[config.mk]
export PLATFORM = sky130hd
export DESIGN_NAME = gcd_sqrt_cell
export DESIGN_NICKNAME = d
export VERILOG_FILES = /design/src/rtl/gcd_pkg.sv /design/src/rtl/gcd_sqrt_cell.sv
export SDC_FILE = /design/constraint.sdc
export NUM_CORES = 1
export LEC_CHECK = 0
export BUFFER_PORTS_ARGS = -buffer_cell sky130_fd_sc_hd__buf_2
export CAP_MARGIN = 10
export CORE_MARGIN = 2
export CORE_UTILIZATION = 30
export CTS_CLUSTER_DIAMETER = 100
export DETAILED_ROUTE_END_ITERATION = 16
export SLEW_MARGIN = 5
export SYNTH_ARGS = -nofsm -noshare
export SYNTH_HDL_FRONTEND = slang
export SYNTH_SLANG_ARGS = --single-unit
[constraint.sdc]
create_clock -name clock -period 4 [get_ports clock]
set_input_delay 0.8 -clock clock [delete_from_list [all_inputs] [get_ports clock]]
set_output_delay 0.8 -clock clock [all_outputs]
set_load 0.01 [all_outputs]
[src/rtl/gcd_pkg.sv]
// shared constants and arithmetic helpers for the great-circle distance unit
package gcd_pkg;

   // datapath width of the cordic cells and the angle lanes
   localparam int CW = 34;
   // width of the digit-by-digit square root datapath
   localparam int SQW = 62;
   // root steps for a radicand below 2^62, two bits a step
   localparam int SQRT_STEPS = 31;
   // fixed register stages of the angle lanes, input word register included
   localparam int ANGLE_LAT = 5;

   localparam logic signed [CW-1:0] Q30_ONE     = 34'sd1073741824;
   localparam logic signed [CW-1:0] GAIN_INV    = 34'sd652032874;
   localparam logic signed [CW-1:0] TURN_U24    = 34'sd6039797760;
   localparam logic signed [CW-1:0] HALF_U24    = 34'sd3019898880;
   localparam logic signed [CW-1:0] QUARTER_U24 = 34'sd1509949440;

   // pi_Q31 / 180 split as integer part plus 13/45
   localparam logic [25:0] PI_DEG_INT  = 26'd37480660;
   // ceil(2^37 / 45), exact floor division by 45 below 2^31
   localparam logic [31:0] RECIP_45    = 32'd3054198967;
   localparam int          RECIP_SHIFT = 37;

   localparam logic [22:0] RADIUS_RESET = 23'd6371000;

   function automatic logic signed [CW-1:0] atan_step(input int i);
      logic signed [CW-1:0] r;
      case (i)
         0: r = 34'sd843314857;
         1: r = 34'sd497837829;
         2: r = 34'sd263043837;
         3: r = 34'sd133525159;
         4: r = 34'sd67021687;
         5: r = 34'sd33543516;
         6: r = 34'sd16775851;
         7: r = 34'sd8388437;
         8: r = 34'sd4194283;
         9: r = 34'sd2097149;
         default: r = (i <= 30) ? ($signed({{(CW-1){1'b0}}, 1'b1}) <<< (30 - i)) : '0;
      endcase
      return r;
   endfunction

   // clamp to [-1, 1] in q30
   function automatic logic signed [31:0] clamp_q30(input logic signed [CW-1:0] v);
      logic signed [31:0] r;
      if (v > Q30_ONE) r = 32'sd1073741824;
      else if (v < -Q30_ONE) r = -32'sd1073741824;
      else r = 32'(v);
      return r;
   endfunction

   // q30 product, rounded half away from zero
   function automatic logic signed [31:0] mul_q30(input logic signed [31:0] p,
                                                  input logic signed [31:0] q);
      logic [30:0] mp;
      logic [30:0] mq;
      logic [61:0] pr;
      logic [31:0] r;
      mp = p[31] ? 31'(-p) : p[30:0];
      mq = q[31] ? 31'(-q) : q[30:0];
      pr = 62'(mp) * 62'(mq) + 62'd536870912;
      r = 32'(pr >> 30);
      return (p[31] ^ q[31]) ? $signed(-r) : $signed(r);
   endfunction

   // floor(13 * w / 45) for a remainder w below 45
   function automatic logic [3:0] frac_13_45(input logic [5:0] w);
      logic [3:0] r;
      logic [9:0] t;
      r = '0;
      t = 10'(w) * 10'd13;
      for (int k = 1; k <= 12; k++) begin
         if (t >= 10'(45 * k)) r = r + 4'd1;
      end
      return r;
   endfunction

endpackage

[src/rtl/gcd_sqrt_cell.sv]
// one step of the digit-by-digit square root, two radicand bits per cell
module gcd_sqrt_cell #(
   parameter int BIT_POS = 60
) (
   input  logic                      clock,
   input  logic [gcd_pkg::SQW-1:0]   src_n,
   input  logic [gcd_pkg::SQW-1:0]   src_r,
   output logic [gcd_pkg::SQW-1:0]   dst_n,
   output logic [gcd_pkg::SQW-1:0]   dst_r
);

   logic [gcd_pkg::SQW-1:0] n_ff, r_ff, n_in, r_in;
   logic [gcd_pkg::SQW-1:0] bitv, trial;

   always_comb begin
      bitv  = {{(gcd_pkg::SQW-1){1'b0}}, 1'b1} << BIT_POS;
      trial = src_r + bitv;
      if (src_n >= trial) begin
         n_in = src_n - trial;
         r_in = (src_r >> 1) + bitv;
      end else begin
         n_in = src_n;
         r_in = src_r >> 1;
      end
   end

   always_ff @(posedge clock) begin
      n_ff <= n_in;
      r_ff <= r_in;
   end

   assign dst_n = n_ff;
   assign dst_r = r_ff;

endmodule

==> impl_metrics.yaml <==
run_status:
  outcome: "complete, no violations"
timing:
  rsz0062_at_grt: "false"
  fmax_mhz: 283
  worst_slack_ns: 0.464
  timing.final.crit_share_pct: 88.4
  report.final.slew_viol_count: 0
  fin_crit_ns: 3.54
  tightest_slew_ns: 0.615
  setup_tns_ns: 0
  hold_viol: 0
  slew_headroom_pct: 59.0
  setup_viol: 0
setup_path:
  critPathBufInv: 4
  start_kind: "input pin"
  critical_path_arrival_ns: 3.85
  critPathKind: "input pin to flop"
  path_delay_family: "compound AO/OA/AOI/OAI gates"
  crit_path_max_incr_delay_ns: 0.43
  required_ns: 4.32
  crit_path_top_delay_cell: "fa_1"
  crit_path_end_kind: "flop"
  crit_top_cell: "inv_1"
  crit_path_max_fanout: 46
  path_cells: "buf_2 > inv_1 > ha_1 > inv_1 > fa_1 > a211oi_2 > o21ai_2 > o2111ai_2 > a211oi_1 > or3b_4 > and2_4 > a31oi_4 > nand2_4 > buf_12 > mux2_4"
clock_network:
  cts-htree-levels: 4
  tritoncts: "built"
  cts.path.max_buffers: 2
  clock-sinks: 124
  cts-root-buf: "clkbuf_16"
  cts_resized: 0
  clkTransAtPathRegs_ns: 0.06
  cts_made_buffers: 17
  cts_setup_buffers: 0
  cts_hold_buffers: 0
floorplan:
  num_rows: 56
  ioPinCount: 249
  fp.dieW_um: 160
  core_sq_um: 23600
  die_h_um: 160
  start_util_pct: 30.8
  dieArea_sq_um: 25500
pwr:
  p_seq_share_pct: 33.2
  ir_drop_v: 0.000211
  powerDensity_nw_per_um2: 452
  p_leak_uw: 0.00466
  pwr-share-clk_pct: 37.5
  switching_power_uw: 1380
  internal-power_uw: 2970
  switching_share_pct: 31.7
  combPwrFrac_pct: 29.4
yosys:
  syn_inst: 877
  synth.area.top_cells: "dfxtp_1, ha_1, a21oi_1"
  yosysSeqAreaShare_pct: 34.1
  synth_top_area_share_pct: 34.1
  synth_edf_count: 0
  synth-seq-cells: 124
  synth_top_cell_by_area: "dfxtp_1"
  syn_avg_cell_area_sq_um: 8.29
  async_flop_share_pct: 0
  synth_flop_cell: "dfxtp_1"
  yosys_warnings: 0
  syn_area_sq_um: 7270
  yosysUniqueCellTypes: 66
  synth_nets: 1065
cells_and_area:
  fillers: 2443
  area_delta_synth_final_pct: 32.1
  layout.nets: 1331
  drive_gt1_share_pct: 29.5
grt:
  antenna_found_initial: 4
  grt_pass1_wl_mm: 36.3
  grt_pass1_vias: 7071
  grt_max_degree: 47
  grt_usage_pct: 17.8
  overflow: 0
place:
  dp_hpwl_mm: 18.4
  portBuffers: 248
  pre_cts_slack_ns: 0.0369
  place.gp.congestion: 0.882
routing:
  wl_met2_mm: 10.3
  first_pass_iters: 7
  wl_met1_mm: 10.2
  wl_per_cell_um: 15.4
  highest_layer: "met4"
  routed_wl_mm: 22.8
  drtIter0Drc: 414
  antenna_left: 0
  route.met3.wl_mm: 1.68
  drcViolationCount: 0
  viasPerCell: 4.80
  vias: 7109
hold_path:
  min-delay-start: "src_r[37]"
  hold_class: "input pin to flop"
  hold_end: "dst_r[36]"
  whs_path_depth: 1
flow_run:
  max_cap_violations: 0
[cell usage in the layout (no fill, tap or decap), types with 8 or more instances in the layout]
cell type,instances
buf_2,248
a21oi_1,127
dfxtp_1,124
nor2_1,86
inv_1,77
nand2_1,70
ha_1,62
xnor2_1,36
o21ai_0,29
a21o_1,24
buf_4,24
xor2_1,21
nand3_1,20
mux2_4,17
clkbuf_16,17
nand4_1,15
o21ai_1,11
o21bai_1,11
nor3_1,10
and3_1,10
o211ai_1,8
[kinds of logic (layout without fill, tap and decap cells)]
logic type / Yosys count / in the layout / share of synthesized area (%)
AO/OA/AOI/OAI: 268 / 268 / 22.9
XOR/XNOR: 57 / 57 / 6.86
adder cells (fa/ha/maj): 63 / 63 / 10.9
buffers and inverters: 105 / 384 / 6.23
flip-flops: 124 / 124 / 34.1
multiplexers: 18 / 18 / 3.65
other: 0 / 5 / 0
AND/OR/NAND/NOR: 242 / 242 / 15.2
[sequential cells by signal, summed over array words and instances, names as in the netlist]
signal  count
dst_r      62
dst_n      62
[stage by stage]
stage                     power (uW)  instances  hold slack [ns]  utilization (%)  cell area (sq um)
final                           4340       1480            0.482             40.7               9610
after global routing            4580       1478            0.467             40.7               9610
after CTS                       4390       1475            0.464             40.6               9600
after detailed placement        2740       1443            0.917             38.1               8990
after global placement          2730       1443            0.917             38.1               8990
after floorplan                 2290        877            0.828                -               7270
[worst max path at each step]
stage | startpoint | endpoint | cells past startpoint
global placement | src_n[0] | dst_n[39] | 15
finish | src_n[0] | dst_n[39] | 15
CTS | src_n[0] | dst_n[55] | 15
detailed placement | src_n[0] | dst_n[55] | 15
global route | src_n[0] | dst_n[39] | 15
floorplan | src_n[0] | dst_n[13] | 14
[power groups by stage]
stage                     clock network (uW)  registers, uW  logic [uW]
after floorplan                            0           1560         727
after global placement                     0           1470        1270
after detailed placement                   0           1470        1270
after CTS                               1660           1440        1280
after global routing                    1710           1460        1410
final                                   1630           1440        1270
[synth_stat cells (all sizes together), types with 4 or more instances]
| cell | number |
|---|---|
| a21oi | 127 |
| dfxtp | 124 |
| nor2 | 86 |
| inv | 77 |
| nand2 | 71 |
| ha | 62 |
| o21ai | 41 |
| xnor2 | 36 |
| a21o | 24 |
| xor2 | 21 |
| nand3 | 20 |
| mux2 | 17 |
| buf | 15 |
| nand4 | 15 |
| clkbuf | 13 |
| o21bai | 11 |
| and3 | 10 |
| nor3 | 10 |
| a31oi | 8 |
| o211ai | 8 |
| a211oi | 7 |
| nor2b | 7 |
| o21a | 7 |
| or2 | 6 |
| a31o | 5 |
| and2 | 5 |
| a221oi | 4 |
[layer usage]
| metal | GRT usage (%) | vias up |
|---|---|---|
| met1 | 22.5 | 3189 |
| met5 | 0 | - |
| met2 | 28.6 | 266 |
| met3 | 4.91 | 42 |
| li1 | - | 3612 |
| met4 | 7.11 | 0 |
[area by class of cell]
type / instances / area, sq um / share of cell area, %
multi-input combinational: 648 / 4340 / 45.2
sequential: 124 / 2480 / 25.8
timing repair buffer: 275 / 1480 / 15.4
clock buffer: 21 / 460 / 4.79
tap: 319 / 399 / 4.15
inverter: 77 / 289 / 3.01
clock inverter: 11 / 143 / 1.48
antenna: 5 / 12.5 / 0.130
Power figures use the tool's default switching activity.
