==> src/rtl/gcd_pkg.sv <==
// shared constants and arithmetic helpers for the great-circle distance unit
package gcd_pkg;

   // datapath width of the cordic cells and the angle lanes
   localparam int CW = 34;
   // width of the digit-by-digit square root datapath
   localparam int SQW = 62;
   // root steps for a radicand below 2^62, two bits a step
   localparam int SQRT_STEPS = 31;
   // fixed register stages of the angle lanes, input word register included
   localparam int ANGLE_LAT = 5;

   localparam logic signed [CW-1:0] Q30_ONE     = 34'sd1073741824;
   localparam logic signed [CW-1:0] GAIN_INV    = 34'sd652032874;
   localparam logic signed [CW-1:0] TURN_U24    = 34'sd6039797760;
   localparam logic signed [CW-1:0] HALF_U24    = 34'sd3019898880;
   localparam logic signed [CW-1:0] QUARTER_U24 = 34'sd1509949440;

   // pi_Q31 / 180 split as integer part plus 13/45
   localparam logic [25:0] PI_DEG_INT  = 26'd37480660;
   // ceil(2^37 / 45), exact floor division by 45 below 2^31
   localparam logic [31:0] RECIP_45    = 32'd3054198967;
   localparam int          RECIP_SHIFT = 37;

   localparam logic [22:0] RADIUS_RESET = 23'd6371000;

   function automatic logic signed [CW-1:0] atan_step(input int i);
      logic signed [CW-1:0] r;
      case (i)
         0: r = 34'sd843314857;
         1: r = 34'sd497837829;
         2: r = 34'sd263043837;
         3: r = 34'sd133525159;
         4: r = 34'sd67021687;
         5: r = 34'sd33543516;
         6: r = 34'sd16775851;
         7: r = 34'sd8388437;
         8: r = 34'sd4194283;
         9: r = 34'sd2097149;
         default: r = (i <= 30) ? ($signed({{(CW-1){1'b0}}, 1'b1}) <<< (30 - i)) : '0;
      endcase
      return r;
   endfunction

   // clamp to [-1, 1] in q30
   function automatic logic signed [31:0] clamp_q30(input logic signed [CW-1:0] v);
      logic signed [31:0] r;
      if (v > Q30_ONE) r = 32'sd1073741824;
      else if (v < -Q30_ONE) r = -32'sd1073741824;
      else r = 32'(v);
      return r;
   endfunction

   // q30 product, rounded half away from zero
   function automatic logic signed [31:0] mul_q30(input logic signed [31:0] p,
                                                  input logic signed [31:0] q);
      logic [30:0] mp;
      logic [30:0] mq;
      logic [61:0] pr;
      logic [31:0] r;
      mp = p[31] ? 31'(-p) : p[30:0];
      mq = q[31] ? 31'(-q) : q[30:0];
      pr = 62'(mp) * 62'(mq) + 62'd536870912;
      r = 32'(pr >> 30);
      return (p[31] ^ q[31]) ? $signed(-r) : $signed(r);
   endfunction

   // floor(13 * w / 45) for a remainder w below 45
   function automatic logic [3:0] frac_13_45(input logic [5:0] w);
      logic [3:0] r;
      logic [9:0] t;
      r = '0;
      t = 10'(w) * 10'd13;
      for (int k = 1; k <= 12; k++) begin
         if (t >= 10'(45 * k)) r = r + 4'd1;
      end
      return r;
   endfunction

endpackage

==> src/rtl/gcd_cordic_cell.sv <==
// one cordic micro-rotation cell, rotation or vectoring mode, registered outputs
module gcd_cordic_cell #(
   parameter int STEP   = 0,
   parameter bit VECTOR = 1'b0
) (
   input  logic                            clock,
   input  logic signed [gcd_pkg::CW-1:0]   src_x,
   input  logic signed [gcd_pkg::CW-1:0]   src_y,
   input  logic signed [gcd_pkg::CW-1:0]   src_z,
   output logic signed [gcd_pkg::CW-1:0]   dst_x,
   output logic signed [gcd_pkg::CW-1:0]   dst_y,
   output logic signed [gcd_pkg::CW-1:0]   dst_z
);

   logic signed [gcd_pkg::CW-1:0] x_ff, y_ff, z_ff;
   logic signed [gcd_pkg::CW-1:0] x_in, y_in, z_in;
   logic signed [gcd_pkg::CW-1:0] dx, dy, ang;
   logic                          ccw;

   always_comb begin
      dx  = src_y >>> STEP;
      dy  = src_x >>> STEP;
      ang = gcd_pkg::atan_step(STEP);
      // vectoring drives y to zero, rotation drives z to zero
      ccw = VECTOR ? src_y[gcd_pkg::CW-1] : !src_z[gcd_pkg::CW-1];
      if (ccw) begin
         x_in = src_x - dx;
         y_in = src_y + dy;
         z_in = src_z - ang;
      end else begin
         x_in = src_x + dx;
         y_in = src_y - dy;
         z_in = src_z + ang;
      end
   end

   always_ff @(posedge clock) begin
      x_ff <= x_in;
      y_ff <= y_in;
      z_ff <= z_in;
   end

   assign dst_x = x_ff;
   assign dst_y = y_ff;
   assign dst_z = z_ff;

endmodule

==> config.mk <==
export PLATFORM = sky130hd
export DESIGN_NAME = gcd_cordic_cell
export DESIGN_NICKNAME = d
export VERILOG_FILES = /design/src/rtl/gcd_pkg.sv /design/src/rtl/gcd_cordic_cell.sv
export SDC_FILE = /design/constraint.sdc
export NUM_CORES = 1
export LEC_CHECK = 0
export ABC_AREA = 0
export BUFFER_PORTS_ARGS = -buffer_cell sky130_fd_sc_hd__buf_2
export CORE_ASPECT_RATIO = 1.5
export CORE_UTILIZATION = 33
export CTS_CLUSTER_DIAMETER = 40
export DETAILED_ROUTE_END_ITERATION = 7
export SKIP_CTS_REPAIR_TIMING = 1
export SLEW_MARGIN = 25
export SYNTH_ARGS = -nofsm -noshare
export SYNTH_HDL_FRONTEND = slang
export SYNTH_SLANG_ARGS = --single-unit
==> constraint.sdc <==
create_clock -name clock -period 5.2 [get_ports clock]
set_clock_uncertainty 0.15 [all_clocks]
set_input_delay 1.04 -clock clock [delete_from_list [all_inputs] [get_ports clock]]
set_output_delay 1.04 -clock clock [all_outputs]
set_load 0.02 [all_outputs]
==> flow_summary_export.csv <==
group,metric,value,unit
logic_synthesis,synth_area,0.00956,mm^2
min_path,hp-class,"in -> reg",
die,die-area,0.0297,mm^2
placement,finalWeightedCongestion,0.956,
die,io_pins,205,
clock_tree,cts_tree,"done",
clock_tree,clkSinkCount,101,
logic_synthesis,synth_ff_type,"dfxtp_1",
logic_synthesis,synthArstFlopShare,0,
global_route,grt_pass1_vias,9581,
drt,highest_layer,"met5",
logic_synthesis,synth-seq-cells,101,
timing,setup_viol,0,
timing,rsz0062_at_grt,"no",
finish,diodes,0,
drt,vias,9598,
drt,drt_wl_total,32.6,mm
placement,dp.cells,1785,
worst_setup_path,slowest_delay,0.58,ns
drt,avgViaCountPerCell,5.33,
pwr,leakagePower,5.29,nW
worst_setup_path,arrival,4.38,ns
timing,clock.fmax,237,MHz
logic_synthesis,avgSynthCellArea,7.73,um^2
clock_tree,cts.clk_slew.worst_paths,0.07,ns
finish,drive_gt1_frac,0.174,
worst_setup_path,worstSetupPathType,"in -> reg",
die,die_width,141,um
finish,layout.nets,1645,
global_route,antenna_found_initial,1,
placement,dpl.hpwl,26.5,mm
clock_tree,clockBufferDepth,2,
die,coreArea,0.0286,mm^2
timing,timing.slew.headroom,0.498,
timing,period_needed,4.23,ns
timing,maxSlewViolCount,0,
timing,hold_viol,0,
die,die_y,210,um
worst_setup_path,critical_path.cell_chain,"buf_2, inv_1, ha_1, inv_1, a221oi_1, a211oi_2, nor3_2, a21oi_4, o41ai_4, o211ai_1, a21oi_1, xor2_1",
timing,tns,0,ns
worst_setup_path,crit_slowest_cell,"a221oi_1",
logic_synthesis,yosysWarnings,0,
worst_setup_path,cpMostUsedCell,"inv_1",
global_route,grt_max_degree,48,
worst_setup_path,cp.required,5.36,ns
finish,multi_input_area,0.00691,mm^2
finish,layout_commonest_cell,"buf_2",
logic_synthesis,synth_cells,1237,
drt,wl_met3,1.56,mm
min_path,whs_endpoint,"dst_z[0]$_DFF_P_",
run_status,status,"finished clean",
drt,drc_errors,0,
logic_synthesis,synth_top_area_cell,"dfxtp_1",
pwr,power-per-cell-area,286,mW/mm^2
logic_synthesis,synthTopCellsByArea,"dfxtp_1 21%, ha_1 17%, a21oi_1 7.4%",
drt,drt-initial-drc-count,479,
clock_tree,cts-htree-levels,3,
drt,wl_met1,12.5,mm
finish,layout_common_cells,"204 x buf_2, 142 x a21oi_1, 132 x ha_1, 106 x inv_1, 101 x dfxtp_1",
finish,fillCellCount,3041,
logic_synthesis,ys_seq_area_frac,0.211,
finish,final-seq-area,0.00202,mm^2
global_route,grt_pass1_wl,49.9,mm
worst_setup_path,end_kind,"flip-flop",
finish,stdcell_count,1801,
global_route,gr-total-overflow,0,
clock_tree,cts_buffers,9,
global_route,globalRouteTotalUtil,0.219,
timing,post-route-period-util,0.813,
worst_setup_path,worst-path-max-fanout,13,
finish,area_delta_synth_final,17.2,%
drt,antenna_left,0,
timing,tightest_slew,0.743,ns
drt,firstDrtPassIters,5,
worst_setup_path,worstSetupStartpointType,"input pin",
die,initial_utilization,0.334,
placement,portBuffers,204,
clock_tree,root_buffer,"clkbuf_16",
run,maxCapViolations,0,
pwr,ir_drop,181,uV
drt,wl_per_cell,18.1,um
min_path,min_path_cells,2,
drt,dr_wl_met2,17.0,mm
logic_synthesis,synth_edf_count,0,
die,num_rows,76,
logic_synthesis,syn_nets,1476,
logic_synthesis,post_synth_num_cell_types,76,
logic_synthesis,netlist.area_leader.share,0.211,
min_path,worstHoldStart,"src_z[0]",
[worst max-delay path: cells and delay by family]
kind / cells / cell delay [ns]
AOI/OAI and AO/OA: 6 / 1.76
adders and majority gates: 1 / 0.54
and+or+nand+nor: 1 / 0.53
buffers and inverters: 3 / 0.36
xor gates and xnor gates: 1 / 0.15
[through the flow]
step                      cell area [um^2]   util  setup WS [ns]  hold slack [ns]  total power [mW]
after global routing                 11200  0.391          0.803            0.733              3.38
after global placement               10900  0.381          0.701             1.14              2.49
final                                11200  0.391          0.974            0.737              3.20
after detailed placement             10900  0.381          0.653             1.14              2.48
after CTS                            11200  0.391           1.04            0.727              3.23
after floorplan                       9560      -           1.12            0.990              1.99
[worst max-delay path by stage]
stage              start           endpoint  slack [ns]  cells past startpoint
2_1_floorplan  src_z[33]  dst_z[26]$_DFF_P_        1.12                     12
3_3_place_gp    src_x[0]  dst_x[32]$_DFF_P_        0.70                     12
3_5_place_dp    src_x[0]  dst_x[32]$_DFF_P_        0.65                     12
4_1_cts         src_x[0]  dst_x[32]$_DFF_P_        1.04                     12
5_1_grt         src_x[8]  dst_y[32]$_DFF_P_        0.80                     12
6_report        src_x[8]  dst_x[32]$_DFF_P_        0.97                     12
[report_power, final]
group	total [mW]	internal, mW	switching, mW	leakage, nW
registers	1.01	0.958	0.0473	0.852
clock network	0.731	0.393	0.338	0.152
logic	1.47	0.521	0.944	4.29
total	3.20	1.87	1.33	5.29
[state kept, by name, indices dropped and copies added, names as in the netlist]
signal and flops:
dst_y 33, dst_x 34, dst_z 34
[cell type report]
cell class,count,share of cell area
Clock buffer,11,0.0217
Clock inverter,5,0.00570
Inverter,109,0.0365
Multi-Input combinational cell,975,0.617
Sequential cell,101,0.180
Tap cell,390,0.0436
Timing Repair Buffer,210,0.0951
[synth_stat cells, types with 28 or more instances]
library cell,n
a21oi_1,142
dfxtp_1,101
ha_1,132
inv_1,106
nor2_1,98
nand2_1,65
xnor2_1,70
a21o_1,33
clkbuf_1,32
o21ai_0,90
nand3_1,28
nor3_1,28
[routing by layer]
layer  up-vias  track usage
met2       374        0.411
met3        94       0.0302
met1      4424        0.231
met4         2        0.126
li1       4704            -
met5         -            0
[kinds of logic (layout without fill, tap and decap cells)]
kind of cell | count (synthesis) | after routing | synth area share
XOR/XNOR | 93 | 93 | 0.0852
multiplexers | 21 | 21 | 0.0221
flip-flops | 101 | 101 | 0.211
adder cells (fa/ha/maj) | 136 | 136 | 0.181
AO/OA/AOI/OAI | 409 | 409 | 0.273
AND/OR/NAND/NOR | 316 | 316 | 0.161
buffers and inverters | 161 | 335 | 0.0654
Power figures use the tool's default switching activity.
