==> config.mk <==
export PLATFORM = sky130hd
export DESIGN_NAME = gcd_angle
export DESIGN_NICKNAME = d
export VERILOG_FILES = /design/src/rtl/gcd_pkg.sv /design/src/rtl/gcd_angle.sv
export SDC_FILE = /design/constraint.sdc
export NUM_CORES = 2
export LEC_CHECK = 0
export ABC_CLOCK_PERIOD_IN_PS = 13550
export BUFFER_PORTS_ARGS = -buffer_cell sky130_fd_sc_hd__buf_4
export CAP_MARGIN = 5
export CORE_UTILIZATION = 55
export DETAILED_ROUTE_END_ITERATION = 16
export GPL_ROUTABILITY_DRIVEN = 0
export PLACE_DENSITY = 0.83
export SLEW_MARGIN = 30
export SYNTH_ARGS = -nofsm -noshare
export SYNTH_HDL_FRONTEND = slang
export SYNTH_SLANG_ARGS = --single-unit
==> constraint.sdc <==
create_clock -name clock -period 13.55 [get_ports clock]
set_input_delay 2.71 -clock clock [delete_from_list [all_inputs] [get_ports clock]]
set_output_delay 2.71 -clock clock [all_outputs]
set_load 0.005 [all_outputs]
==> src/rtl/gcd_pkg.sv <==
// shared constants and arithmetic helpers for the great-circle distance unit
package gcd_pkg;

   // datapath width of the cordic cells and the angle lanes
   localparam int CW = 34;
   // width of the digit-by-digit square root datapath
   localparam int SQW = 62;
   // root steps for a radicand below 2^62, two bits a step
   localparam int SQRT_STEPS = 31;
   // fixed register stages of the angle lanes, input word register included
   localparam int ANGLE_LAT = 5;

   localparam logic signed [CW-1:0] Q30_ONE     = 34'sd1073741824;
   localparam logic signed [CW-1:0] GAIN_INV    = 34'sd652032874;
   localparam logic signed [CW-1:0] TURN_U24    = 34'sd6039797760;
   localparam logic signed [CW-1:0] HALF_U24    = 34'sd3019898880;
   localparam logic signed [CW-1:0] QUARTER_U24 = 34'sd1509949440;

   // pi_Q31 / 180 split as integer part plus 13/45
   localparam logic [25:0] PI_DEG_INT  = 26'd37480660;
   // ceil(2^37 / 45), exact floor division by 45 below 2^31
   localparam logic [31:0] RECIP_45    = 32'd3054198967;
   localparam int          RECIP_SHIFT = 37;

   localparam logic [22:0] RADIUS_RESET = 23'd6371000;

   function automatic logic signed [CW-1:0] atan_step(input int i);
      logic signed [CW-1:0] r;
      case (i)
         0: r = 34'sd843314857;
         1: r = 34'sd497837829;
         2: r = 34'sd263043837;
         3: r = 34'sd133525159;
         4: r = 34'sd67021687;
         5: r = 34'sd33543516;
         6: r = 34'sd16775851;
         7: r = 34'sd8388437;
         8: r = 34'sd4194283;
         9: r = 34'sd2097149;
         default: r = (i <= 30) ? ($signed({{(CW-1){1'b0}}, 1'b1}) <<< (30 - i)) : '0;
      endcase
      return r;
   endfunction

   // clamp to [-1, 1] in q30
   function automatic logic signed [31:0] clamp_q30(input logic signed [CW-1:0] v);
      logic signed [31:0] r;
      if (v > Q30_ONE) r = 32'sd1073741824;
      else if (v < -Q30_ONE) r = -32'sd1073741824;
      else r = 32'(v);
      return r;
   endfunction

   // q30 product, rounded half away from zero
   function automatic logic signed [31:0] mul_q30(input logic signed [31:0] p,
                                                  input logic signed [31:0] q);
      logic [30:0] mp;
      logic [30:0] mq;
      logic [61:0] pr;
      logic [31:0] r;
      mp = p[31] ? 31'(-p) : p[30:0];
      mq = q[31] ? 31'(-q) : q[30:0];
      pr = 62'(mp) * 62'(mq) + 62'd536870912;
      r = 32'(pr >> 30);
      return (p[31] ^ q[31]) ? $signed(-r) : $signed(r);
   endfunction

   // floor(13 * w / 45) for a remainder w below 45
   function automatic logic [3:0] frac_13_45(input logic [5:0] w);
      logic [3:0] r;
      logic [9:0] t;
      r = '0;
      t = 10'(w) * 10'd13;
      for (int k = 1; k <= 12; k++) begin
         if (t >= 10'(45 * k)) r = r + 4'd1;
      end
      return r;
   endfunction

endpackage

==> src/rtl/gcd_angle.sv <==
// angle lane: wrap to a half turn, fold to a quarter, convert to q2.30 radians
module gcd_angle (
   input  logic                            clock,
   input  logic signed [gcd_pkg::CW-1:0]   src_v,
   output logic signed [gcd_pkg::CW-1:0]   dst_theta,
   output logic                            dst_flip
);

   logic signed [gcd_pkg::CW-1:0] wrap_ff, wrap_in;
   logic signed [gcd_pkg::CW-1:0] fold;
   logic [30:0] mag_ff, mag_in, mag3_ff;
   logic        neg_ff, neg_in, neg3_ff;
   logic        flip_ff, flip_in, flip3_ff, flip4_ff;
   logic [62:0] pr_ff, pr_in;
   logic [56:0] pq_ff, pq_in;
   logic signed [gcd_pkg::CW-1:0] theta_ff, theta_in;
   logic [25:0] quo;
   logic [30:0] rem_full;
   logic [57:0] sum;
   logic [32:0] rad;

   // reduce to [-half, half)
   always_comb begin
      if (src_v >= gcd_pkg::HALF_U24) wrap_in = src_v - gcd_pkg::TURN_U24;
      else if (src_v < -gcd_pkg::HALF_U24) wrap_in = src_v + gcd_pkg::TURN_U24;
      else wrap_in = src_v;
   end

   // fold into [-quarter, quarter], cosine sign flips
   always_comb begin
      flip_in = 1'b1;
      if (wrap_ff > gcd_pkg::QUARTER_U24) fold = gcd_pkg::HALF_U24 - wrap_ff;
      else if (wrap_ff < -gcd_pkg::QUARTER_U24) fold = -gcd_pkg::HALF_U24 - wrap_ff;
      else begin
         fold    = wrap_ff;
         flip_in = 1'b0;
      end
      neg_in = fold[gcd_pkg::CW-1];
      mag_in = neg_in ? 31'(-fold) : 31'(fold);
   end

   always_comb begin
      pr_in = 63'(mag_ff) * 63'(gcd_pkg::RECIP_45);
      pq_in = 57'(mag_ff) * 57'(gcd_pkg::PI_DEG_INT);
   end

   always_comb begin
      quo      = pr_ff[62:gcd_pkg::RECIP_SHIFT];
      rem_full = mag3_ff - 31'(31'(quo) * 31'd45);
      sum      = 58'(pq_ff) + 58'(quo) * 58'd13 + 58'(gcd_pkg::frac_13_45(rem_full[5:0]));
      rad      = 33'((sum + 58'd16777216) >> 25);
      theta_in = neg3_ff ? -$signed(gcd_pkg::CW'(rad[30:0]))
                         : $signed(gcd_pkg::CW'(rad[30:0]));
   end

   always_ff @(posedge clock) begin
      wrap_ff  <= wrap_in;
      mag_ff   <= mag_in;
      neg_ff   <= neg_in;
      flip_ff  <= flip_in;
      pr_ff    <= pr_in;
      pq_ff    <= pq_in;
      mag3_ff  <= mag_ff;
      neg3_ff  <= neg_ff;
      flip3_ff <= flip_ff;
      theta_ff <= theta_in;
      flip4_ff <= flip3_ff;
   end

   assign dst_theta = theta_ff;
   assign dst_flip  = flip4_ff;

endmodule
==> impl_metrics.toml <==
[grt]
grt_start_max_net_pins = 37
overflow = 0
first_global_vias = 30745
met1_usage_pct = 36.3
grt_use_met2_pct = 48.5
global_route.peak_usage_layer = "met2"
grt_util_all_layers_pct = 30.3
grt_use_met3_pct = 8.79
first_pass_grt_wire_length_um = 163000
number_of_antenna_violations_at_the_first_check_in_global_routing = 4

[synth]
number_of_enable_flip_flop_cells_after_synthesis = 0
per_instance_average_area_after_synthesis_um2 = 9.67
commonest_register_cell_after_synthesis = "sky130_fd_sc_hd__dfxtp_1"
yosys_warnings = 0
post_synth_inst_count = 3976
syn_nets = 5359
yosys_register_bits = 188
synth.cell_area_mm2 = 0.0385
synth_cell_types = 95
yosysSeqAreaShare_pct = 9.79
synth-async-reset-ratio_pct = 0

[clock_network]
cts_made_buffers = 17
cts_hold_buf = 0
clkSinkCount = 188
tritoncts = "done"
clock_tree.htree_level_count = 4
clkLatencyLatePin_ps = 520
cts-root-to-sink-buffers = 2
clockRootBuffer = "sky130_fd_sc_hd__clkbuf_16"
path_clk_slew_ps = 80

[timing]
fin_crit_sh_pct = 98.2
max_slew.worst_pin.slew_ps = 1000
maxSlewViolCount = 0
relSlewSlack_pct = 33.1
post-route-min-period_ps = 13300
max_freq_mhz = 75.2
total_of_endpoints_with_negative_setup_slack_in_the_final_report = 0
hold_viol = 0
clock-skew-final_ps = 38.7

[worst_setup_path]
worst_setup_end_kind = "flop"
critical_path.max_fanout = 9
crit_type = "reg2reg"
critical_path.most_common_cell = "sky130_fd_sc_hd__ha_1"
slowest_delay_ps = 590
critPathSlowestCell = "sky130_fd_sc_hd__or4b_4"
cp-start-kind = "flop"
cp_data_required_time_ps = 13960
cp_data_arrival_time_ps = 13720

[placement]
place_hpwl_um = 88500
port_buffers = 69

[cells_and_area]
final_nets = 5454
final_cell_mix = "sky130_fd_sc_hd__inv_1 (1067), sky130_fd_sc_hd__fa_1 (672), sky130_fd_sc_hd__ha_1 (667), sky130_fd_sc_hd__dfxtp_1 (183), sky130_fd_sc_hd__a21oi_1 (151)"
fraction_of_final_layout_cells_with_drive_strength_greater_than_1_pct = 6.19
seq_area_mm2 = 0.00377
layout_overhead_on_the_synthesized_area_pct = 7.51
multi_input_area_mm2 = 0.0309
mostFrequentLayoutCell = "sky130_fd_sc_hd__inv_1"
fin_util_pct = 60.0
fillCellCount = 5296

[floorplanning]
area_enclosed_by_the_die_boundary_mm2 = 0.0710
die_width_um = 266
chipHeight_um = 266
starting_density_pct = 55.8
fp-row-count = 96
top_level_ports = 70
coreArea_mm2 = 0.0689

[route]
drt-initial-drc-count = 2645
drt-total-wl_um = 105000
first_pass_iters = 6
post_drt_via_cell_ratio = 5.82
avgRoutedWirePerCell_um = 21.0
drc = 0
vias = 29183
antenna_left = 0

[status]
status = "complete, no violations"

[hold_path]
hp-class = "reg2reg"

[run]
maxCapViolations = 0
-- through the flow --
step	std cells	setup slack, ps	setup TNS (ps)	hold slack [ps]	area [um2]
5_1_grt	5015	-337	-2310	348	41300
3_3_place_gp	4959	138	0	323	40200
3_5_place_dp	4959	-365	-3590	317	40200
2_1_floorplan	3976	282	0	310	38500
4_1_cts	4991	12.4	0	346	40800
6_report	5016	246	0	340	41400
-- cells by family (layout without fill, tap and decap cells) --
| group | Yosys count | count (layout) | synth area share, % |
|---|---|---|---|
| multiplexers | 12 | 12 | 0.332 |
| XOR/XNOR | 215 | 215 | 4.93 |
| AO/OA/AOI/OAI | 566 | 566 | 9.94 |
| buffers and inverters | 1117 | 1225 | 11.0 |
| other | 0 | 1 | 0 |
| AND/OR/NAND/NOR | 530 | 530 | 7.04 |
| adder cells (fa/ha/maj) | 1348 | 1348 | 57.0 |
| flip-flops | 188 | 188 | 9.79 |
-- final timing paths --
kind              slack (ps)             to  cells after the start       from
setup / recovery         250  dst_theta[28]                     60  pr_ff[39]
hold reg to reg          340       dst_flip                      0   flip3_ff
hold / removal           340       dst_flip                      0   flip3_ff
setup reg to reg         250  dst_theta[28]                     60  pr_ff[39]
-- layout make-up --
cell class | instances | share of cell area (%)
clock inverter | 15 | 0.469
sequential | 188 | 9.12
tap | 931 | 2.82
antenna | 1 | 0.00605
multi-input combinational | 2671 | 74.6
clock buffer | 17 | 1.03
timing repair buffer | 122 | 2.22
inverter | 1071 | 9.73
-- registers in the layout, summed over array words and instances, names as in the netlist, 5 cells and up --
register / flops
dst_theta: 34
mag3_ff: 5
mag_ff: 31
pq_ff: 52
pr_ff: 27
wrap_ff: 34
-- Yosys cell counts (7+ instances only) --
cell	instances	share of area, %
sky130_fd_sc_hd__o211ai_1	11	0.21
sky130_fd_sc_hd__nor2b_1	18	0.29
sky130_fd_sc_hd__o22ai_1	9	0.15
sky130_fd_sc_hd__or3_1	22	0.36
sky130_fd_sc_hd__ha_1	675	22
sky130_fd_sc_hd__mux2i_1	9	0.23
sky130_fd_sc_hd__and3_1	25	0.41
sky130_fd_sc_hd__a211o_1	10	0.23
sky130_fd_sc_hd__o21bai_1	26	0.51
sky130_fd_sc_hd__inv_1	1069	10
sky130_fd_sc_hd__a21o_1	92	1.8
sky130_fd_sc_hd__o21a_1	23	0.45
sky130_fd_sc_hd__nand3_1	43	0.56
sky130_fd_sc_hd__o41ai_1	7	0.16
sky130_fd_sc_hd__clkbuf_1	37	0.36
sky130_fd_sc_hd__dfxtp_1	188	9.8
sky130_fd_sc_hd__xor2_1	76	1.7
sky130_fd_sc_hd__and4_1	7	0.16
sky130_fd_sc_hd__nor4_1	19	0.31
sky130_fd_sc_hd__a211oi_1	21	0.41
sky130_fd_sc_hd__nor3_1	42	0.55
sky130_fd_sc_hd__o21ai_1	10	0.13
sky130_fd_sc_hd__a31oi_1	20	0.33
sky130_fd_sc_hd__or2_2	13	0.21
sky130_fd_sc_hd__nand2b_1	22	0.36
sky130_fd_sc_hd__and2_1	16	0.26
sky130_fd_sc_hd__xnor2_1	138	3.1
sky130_fd_sc_hd__o31ai_1	12	0.23
sky130_fd_sc_hd__nand4_1	25	0.41
sky130_fd_sc_hd__fa_1	673	35
sky130_fd_sc_hd__nand2_1	114	1.1
sky130_fd_sc_hd__o2111ai_1	10	0.23
sky130_fd_sc_hd__a21oi_1	153	2.0
sky130_fd_sc_hd__nor2_1	124	1.2
sky130_fd_sc_hd__o21ai_0	82	1.1
-- what timing repair did --
item	CTS	global route
setup endpoints to repair	27	32
pin swaps	1	43
hold endpoints to repair	0	0
buffers inserted	0	23
cloned	0	1
gates resized for setup	13	69
-- worst max-delay path: cells and delay by family (launching register included) --
kind | cells | cell delay (ps)
xor+xnor | 8 | 1410
flops | 1 | 330
fa+ha+maj | 16 | 4890
compound gates | 10 | 2100
mux | 1 | 200
simple gates | 13 | 3110
buf+inv | 12 | 1200
-- routing by layer --
| layer | part of all wire (%) | up-vias |
|---|---|---|
| met2 | 46 | 1659 |
| met3 | 11 | 482 |
| met4 | 6.9 | 2 |
| met1 | 36 | 14171 |
| met5 | 0.012 | - |
| li1 | - | 12869 |
Power is not shown: default switching activity piles up to over one toggle a cycle in this logic, so the estimate is an artifact.
